**src/rprc_pkg.sv**
```systemverilog
// ----------------------------------------------------------------------------
// rprc_pkg
// Shared types and constants for the read pileup region clusterer.
// ----------------------------------------------------------------------------
package rprc_pkg;

  localparam int DEF_MAX_REGIONS = 32;
  localparam int DEF_SPAN_LIMIT  = 8192;

  localparam int POS_W   = 31;
  localparam int COORD_W = 32;
  localparam int SUM_W   = 48;
  localparam int TALLY_W = 32;
  localparam int SPAN_W  = 10;
  localparam int LIMIT_W = 16;
  localparam int KEPT_W  = 6;
  localparam int CFG_IDX_W  = 2;
  localparam int CFG_DATA_W = 16;

  localparam logic [SPAN_W-1:0]  READ_SPAN_RST  = SPAN_W'(50);
  localparam logic [LIMIT_W-1:0] MEAN_LIMIT_RST = LIMIT_W'(20);

  // configuration register indexes
  localparam logic [CFG_IDX_W-1:0] CFG_READ_SPAN  = CFG_IDX_W'(0);
  localparam logic [CFG_IDX_W-1:0] CFG_MEAN_LIMIT = CFG_IDX_W'(1);

  typedef struct packed {
    logic [COORD_W-1:0] left;
    logic [COORD_W-1:0] right;
    logic [SUM_W-1:0]   sum;
    logic [TALLY_W-1:0] tally;
  } entry_t;

  typedef enum logic [2:0] {
    ST_IDLE,
    ST_SCAN,
    ST_PLACE,
    ST_RPT,
    ST_SUMMARY
  } state_t;

endpackage

```
**src/rprc_merge.sv**
```systemverilog
// ----------------------------------------------------------------------------
// rprc_merge
// Two-stage merge of one read into one table entry read from memory:
// containment test, right extension, tally and covered-base count, then
// saturating base-sum add and write-back.
// ----------------------------------------------------------------------------
module rprc_merge #(
  parameter int MAX_REGIONS = rprc_pkg::DEF_MAX_REGIONS,
  parameter int SPAN_LIMIT  = rprc_pkg::DEF_SPAN_LIMIT,
  localparam int IDX_W = (MAX_REGIONS > 1) ? $clog2(MAX_REGIONS) : 1
) (
  input  logic                          clk,
  input  logic                          rst_n,
  input  logic                          in_vld,
  input  logic [IDX_W-1:0]              in_idx,
  input  rprc_pkg::entry_t              in_ent,
  input  logic [rprc_pkg::COORD_W-1:0]  rd_pos,
  input  logic [rprc_pkg::COORD_W-1:0]  rd_end,
  output logic                          wb_vld,
  output logic [IDX_W-1:0]              wb_idx,
  output rprc_pkg::entry_t              wb_ent,
  output logic                          stage_busy
);
  import rprc_pkg::*;

  localparam int COV_W = $clog2(SPAN_LIMIT + 1);
  localparam logic [COORD_W-1:0] CLIP = COORD_W'(SPAN_LIMIT - 1);

  logic [COORD_W-1:0] lo, hi, top;
  logic [COV_W-1:0]   cov;
  logic               hit;
  entry_t             upd;

  logic               a_vld_r;
  logic               a_hit_r;
  logic [IDX_W-1:0]   a_idx_r;
  entry_t             a_ent_r;
  logic [COV_W-1:0]   a_cov_r;
  logic [SUM_W:0]     sum_ext;

  always_comb begin
    hit = (rd_pos >= in_ent.left) && (rd_pos <= in_ent.right);
    lo  = rd_pos - in_ent.left;
    hi  = rd_end - in_ent.left;
    top = (hi > CLIP) ? CLIP : hi;
    // offsets beyond the span limit add nothing
    cov = (lo > top) ? '0 : (COV_W'(top) - COV_W'(lo) + COV_W'(1));
    upd = in_ent;
    if (rd_end > in_ent.right) begin
      upd.right = rd_end;
    end
    if (in_ent.tally != '1) begin
      upd.tally = in_ent.tally + TALLY_W'(1);
    end
  end

  always_ff @(posedge clk) begin
    if (!rst_n) begin
      a_vld_r <= 1'b0;
    end else begin
      a_vld_r <= in_vld;
    end
    a_hit_r <= hit;
    a_idx_r <= in_idx;
    a_ent_r <= upd;
    a_cov_r <= cov;
  end

  always_comb begin
    sum_ext = {1'b0, a_ent_r.sum} + (SUM_W + 1)'(a_cov_r);
    wb_ent = a_ent_r;
    wb_ent.sum = sum_ext[SUM_W] ? '1 : sum_ext[SUM_W-1:0];
  end

  assign wb_vld     = a_vld_r && a_hit_r;
  assign wb_idx     = a_idx_r;
  assign stage_busy = a_vld_r;

endmodule

```
**config.mk**
```make
export PLATFORM = sky130hd
export DESIGN_NAME = rprc_merge
export DESIGN_NICKNAME = d
export VERILOG_FILES = /design/src/rprc_pkg.sv /design/src/rprc_merge.sv
export SDC_FILE = /design/constraint.sdc
export NUM_CORES = 1
export LEC_CHECK = 0
export ABC_AREA = 1
export BUFFER_PORTS_ARGS = -buffer_cell sky130_fd_sc_hd__buf_4
export CAP_MARGIN = 20
export CORE_MARGIN = 3
export CORE_UTILIZATION = 47
export DETAILED_ROUTE_END_ITERATION = 10
export GPL_ROUTABILITY_DRIVEN = 0
export GPL_TIMING_DRIVEN = 0
export PLACE_DENSITY = 0.84
export SLEW_MARGIN = 15
export SYNTH_ARGS = -nofsm -noshare
export SYNTH_HDL_FRONTEND = slang
export SYNTH_SLANG_ARGS = --single-unit
```
**constraint.sdc**
```tcl
create_clock -name clk -period 7.26 [get_ports clk]
set_clock_uncertainty 0.05 [all_clocks]
set_input_delay 1.089 -clock clk [delete_from_list [all_inputs] [get_ports clk]]
set_output_delay 1.089 -clock clk [all_outputs]
set_load 0.005 [all_outputs]
```
==> results.cfg, run 1 <==
[die]
boundaryPins = 367
rows = 62
die_y_microns = 178
coreArea_sq_um = 28900
dieArea_sq_um = 31600
die_w_microns = 178
start_util_pct = 48.0

[yosys]
synth.yosys.warnings = 0
synth_top_family_by_area = simple AND/OR/NAND/NOR gates
synth_edf_count = 0
synth_cells = 2011
synth.ff_latch_count = 165
seq_area_frac_synth_pct = 23.8
muxShareOfSynthArea_pct = 0.0811
synth-compound-area-share_pct = 10.1
synth_xor_area_share_pct = 6.37
async_flop_share_pct = 0
synthSimpleGateAreaFrac_pct = 26.2
syn_avg_cell_area_sq_um = 6.90
syn_area_sq_um = 13900
ys.flop_type = dfxtp_1
ys_types = 51
yosys.area_share.adder_pct = 18.3

[route]
finalWirelength_microns = 43800
routed_via_density = 5.15
dr.pass1.iters = 6
drc = 0
drt_iter0_markers = 1102
wl_per_cell_microns = 15.6
vias = 14500
antenna_left = 0

[critical_path]
crit_arrival_ps = 6660
path_class = in2reg
cp.required_ps = 7580
cp_slowest_cell = fa_1
crit_path_start_kind = primary input
cp_max_fo = 7
crit_top_cell = nand2_1
slowest_delay_ps = 480
cp-end-kind = flop

[place]
dp_cells = 2779
hpwlAfterDp_microns = 36900
io_buffers = 366
placed_cell_area_sq_um = 17200

[clock_network]
postCtsResizedCells = 0
htreeDepth = 4
cts.sinks = 165
hold_buffers = 0
cts_setup_buffers = 0
cts-root-buf = clkbuf_16
clk_pin_slew_ps = 70
cts_made_buffers = 17
cts_tree = yes
cts_buffer_depth = 2

[layout]
fin_area_sq_um = 17700
multi_input_area_sq_um = 8550
regArea_sq_um = 3300
fillCellCount = 2522
final_cell_count_no_fill = 2812
nets = 2831
final_util_pct = 61.3
drive_gt1_share_pct = 22.9
syn2layout_area_growth_pct = 27.7

[grt]
antenna_found_initial = 1
grt_pass1_wl_microns = 67600
grt_max_degree = 17
grt_usage_pct = 26.7
grt_pass1_vias = 14200
gr-usage-met1_pct = 30.8
grt-ovfl-total = 0
grtUsageMet2_pct = 47.2
grt-busiest-layer = met2
use_met3_pct = 5.01

[outcome]
status = finished, final reports clean

[sta]
timing.final.crit_share_pct = 87.4
setup_viol = 0
finalHoldViolCount = 0
fmax_ghz = 0.158
period_needed_ps = 6340
tightest_slew_ps = 761
slew_viol_final = 0
finalSetupTns_ps = 0
slew_headroom_pct = 48.8
holdWs_ps = 683
grt_setup_unrepaired = no

[flow_run]
maxCapViolCount = 0

[power_and_ir_drop]
leakage_nw = 9.88
p_per_area_nw_per_um2 = 194
vdd_drop_max_uv = 171

[min_path]
hold_class = in2reg
==> path summary, 6_finish.rpt <==
kind | endpoint | slack [ps] | start | cells after the start
worst min-delay path | a_ent_r[53] | 680 | in_ent[53] | 1
worst max-delay path | a_cov_r[13] | 920 | rd_end[0] | 41
==> per-stage QoR <==
| stage | total power, mW | setup WS [ps] |
|---|---|---|
| after floorplan | 2.00 | 1630 |
| after global routing | 3.67 | 460 |
| after global placement | 2.52 | 653 |
| final | 3.44 | 917 |
| after detailed placement | 2.57 | 559 |
| after CTS | 3.44 | 1020 |
==> layer usage <==
metal	wire length, microns	up-vias
li1	-	7135
met5	0	-
met3	3380	140
met1	17300	6555
met4	1960	0
met2	21200	654
==> synth_stat cells, types with 26 or more instances <==
cell type  count  share of area, %
a21oi_1      145               5.2
buf_4         96               5.2
dfxtp_1      165                24
ha_1         197                18
inv_1        333               9.0
nand2_1      478                13
nand3_1       78               2.8
nand4_1       26               1.2
nor2_1       163               4.4
nor3_1        36               1.3
o21ai_0       31               1.1
xnor2_1       33               2.1
xor2_1        68               4.3
==> state kept, by name (all words and copies together) (netlist names) <==
register and cells:
a_cov_r 14, a_ent_r 48, a_hit_r 1, stage_busy 1, wb_ent 96, wb_idx 5
==> layout by cell type (no fill, tap or decap), types with 8 or more instances in the layout <==
cell type	count
nand2_1	478
a211oi_1	13
inv_1	333
nand2_2	9
dfxtp_1	165
nand4_1	26
clkbuf_16	17
nor3_1	36
inv_2	8
xor2_1	68
a21oi_1	145
clkbuf_1	8
nor2_1	163
buf_4	462
xnor2_1	33
nand3_2	14
o21ai_1	9
nand3_1	78
a21o_1	9
nor4_1	17
ha_1	197
conb_1	19
o21ai_0	31
==> critical path: cells and delay by family <==
family / cells / cell delay [ps]
AO/OA/AOI/OAI: 8 / 1300
XOR/XNOR: 1 / 150
adder cells (fa/ha/maj): 4 / 1350
buffers and inverters: 6 / 660
AND/OR/NAND/NOR: 22 / 2100
==> logic make-up after synthesis <==
kind of cell             count (synthesis)
buffers and inverters                  450
multiplexers                             1
adder cells (fa/ha/maj)                201
XOR/XNOR                               101
other                                    1
flip-flops                             165
AO/OA/AOI/OAI                          246
AND/OR/NAND/NOR                        846
==> where the power goes <==
group / switching, mW / internal (mW)
logic: 0.824 / 0.707
clock network: 0.404 / 0.460
registers: 0.0427 / 1.00
total: 1.27 / 2.17
==> area by class of cell <==
class | instances | area share, %
flip-flops and latches | 165 | 18.6
plain buffers | 109 | 4.56
well taps | 384 | 2.71
clock inverters | 12 | 0.508
repair buffers | 366 | 15.5
multi-input cells | 1414 | 48.3
inverters | 341 | 7.22
diodes | 1 | 0.0141
clock buffers | 20 | 2.58
(Power assumes the default switching activity.)
==> run 2: changes to the inputs <==
--- a/config.mk
+++ b/config.mk
@@ -7,13 +7,13 @@
 export LEC_CHECK = 0
 export ABC_AREA = 1
 export BUFFER_PORTS_ARGS = -buffer_cell sky130_fd_sc_hd__buf_4
-export CAP_MARGIN = 20
+export CAP_MARGIN = 10
 export CORE_MARGIN = 3
-export CORE_UTILIZATION = 47
+export CORE_UTILIZATION = 49
 export DETAILED_ROUTE_END_ITERATION = 10
 export GPL_ROUTABILITY_DRIVEN = 0
 export GPL_TIMING_DRIVEN = 0
-export PLACE_DENSITY = 0.84
+export PLACE_DENSITY = 0.87
 export SLEW_MARGIN = 15
 export SYNTH_ARGS = -nofsm -noshare
 export SYNTH_HDL_FRONTEND = slang
==> run 2 against run 1 <==
Compared with the run above: hold slack hardly changed; highest routed layer unchanged; worst setup slack worse by 54 ps; clock power is 11% higher; wire length is 0.89% higher; global-route usage is 1.4 points higher; total power is 2.7% higher; combinational power hardly changed; sequential power hardly changed; cell area is 0.21% higher.
==> results.cfg, run 2 (synthesized netlist as in run 1, its figures left out) <==
[outcome]
status = finished, final reports clean

[sta]
slew_headroom_pct = 44.8
finalSetupTns_ps = 0
tightest_slew_ps = 820
slew_viol_final = 0
finalHoldViolCount = 0
period_needed_ps = 6400
setup_viol = 0
fmax_ghz = 0.156
timing.final.crit_share_pct = 88.1
grt_setup_unrepaired = no

[die]
boundaryPins = 367
coreArea_sq_um = 27400
die_w_microns = 174
start_util_pct = 50.6
dieArea_sq_um = 30400
rows = 60
die_y_microns = 174

[grt]
grt_max_degree = 17
grt_usage_pct = 28.1
grt-ovfl-total = 0
antenna_found_initial = 1
grt_pass1_vias = 14500
grt_pass1_wl_microns = 69300

[critical_path]
path_class = in2reg
cp_max_fo = 7
cp-end-kind = flop
slowest_delay_ps = 470
crit_top_cell = nand2_1
cp_slowest_cell = fa_1
crit_arrival_ps = 6720
cp.required_ps = 7590
crit_path_start_kind = primary input

[layout]
drive_gt1_share_pct = 22.8
layout_common_cells = nand2_1 (478), buf_4 (462), inv_1 (333), ha_1 (197), dfxtp_1 (165)
layout_commonest_cell = nand2_1
final_cell_count_no_fill = 2800
nets = 2831
syn2layout_area_growth_pct = 28.0
largest_reg_flops = 96
final_util_pct = 64.8

[clock_network]
htreeDepth = 4
cts_made_buffers = 17
cts.sinks = 165
clk_pin_slew_ps = 70
cts-root-buf = clkbuf_16
cts_setup_buffers = 0
cts_tree = yes
cts_buffer_depth = 2
postCtsResizedCells = 0
hold_buffers = 0

[min_path]
hold_depth = 1
hold_class = in2reg

[route]
antenna_left = 0
routed_via_density = 5.25
drc = 0
finalWirelength_microns = 44200
vias = 14700
dr.pass1.iters = 6
drt_iter0_markers = 1155
wl_per_cell_microns = 15.8

[place]
hpwlAfterDp_microns = 37000
dp_cells = 2767
io_buffers = 366

[flow_run]
maxCapViolCount = 0

[power_and_ir_drop]
p_per_area_nw_per_um2 = 199
finalPower_mw = 3.53
vdd_drop_max_uv = 162
leakage_nw = 9.89
## run 2: critical path, delay by kind of cell
kind	cells	cell delay, ps
AOI/OAI and AO/OA	8	1290
and+or+nand+nor	22	2190
xor gates and xnor gates	1	150
buffers and inverters	6	630
adders and majority gates	4	1340
## run 2: through the flow
stage	area [sq um]	setup slack, ps	hold WS (ps)
2_1_floorplan	13900	1630	1070
3_3_place_gp	17200	716	1140
3_5_place_dp	17200	451	1140
4_1_cts	17800	882	671
5_1_grt	17800	293	664
6_report	17800	863	683
## run 2: area by class of cell
cell class | instances | area (sq um)
multi-input combinational | 1414 | 8550
tap | 372 | 465
timing repair buffer | 366 | 2750
sequential | 165 | 3300
antenna | 1 | 2.50
clock buffer | 19 | 433
inverter | 341 | 1280
fill | 2252 | 9640
buffer | 109 | 808
clock inverter | 13 | 166
## run 2: path summary, 6_finish.rpt
check,startpoint,slack [ps],end
max,rd_end[0],860,a_cov_r[13]
min,in_ent[41],680,a_ent_r[41]
## run 2: routing by layer
| metal | global-route usage (%) | share of wire (%) | vias up |
|---|---|---|---|
| met5 | 0 | 0 | - |
| met2 | 50.1 | 48 | 726 |
| met1 | 31.9 | 38 | 6645 |
| li1 | - | - | 7146 |
| met3 | 4.57 | 8.0 | 183 |
| met4 | 15.7 | 5.8 | 0 |
## run 2: where the power goes
group	switching (mW)	internal (mW)	leakage [nW]
Clock	0.441	0.520	0.279
Combinational	0.820	0.707	8.22
Sequential	0.0415	1.00	1.39
Total	1.30	2.23	9.89
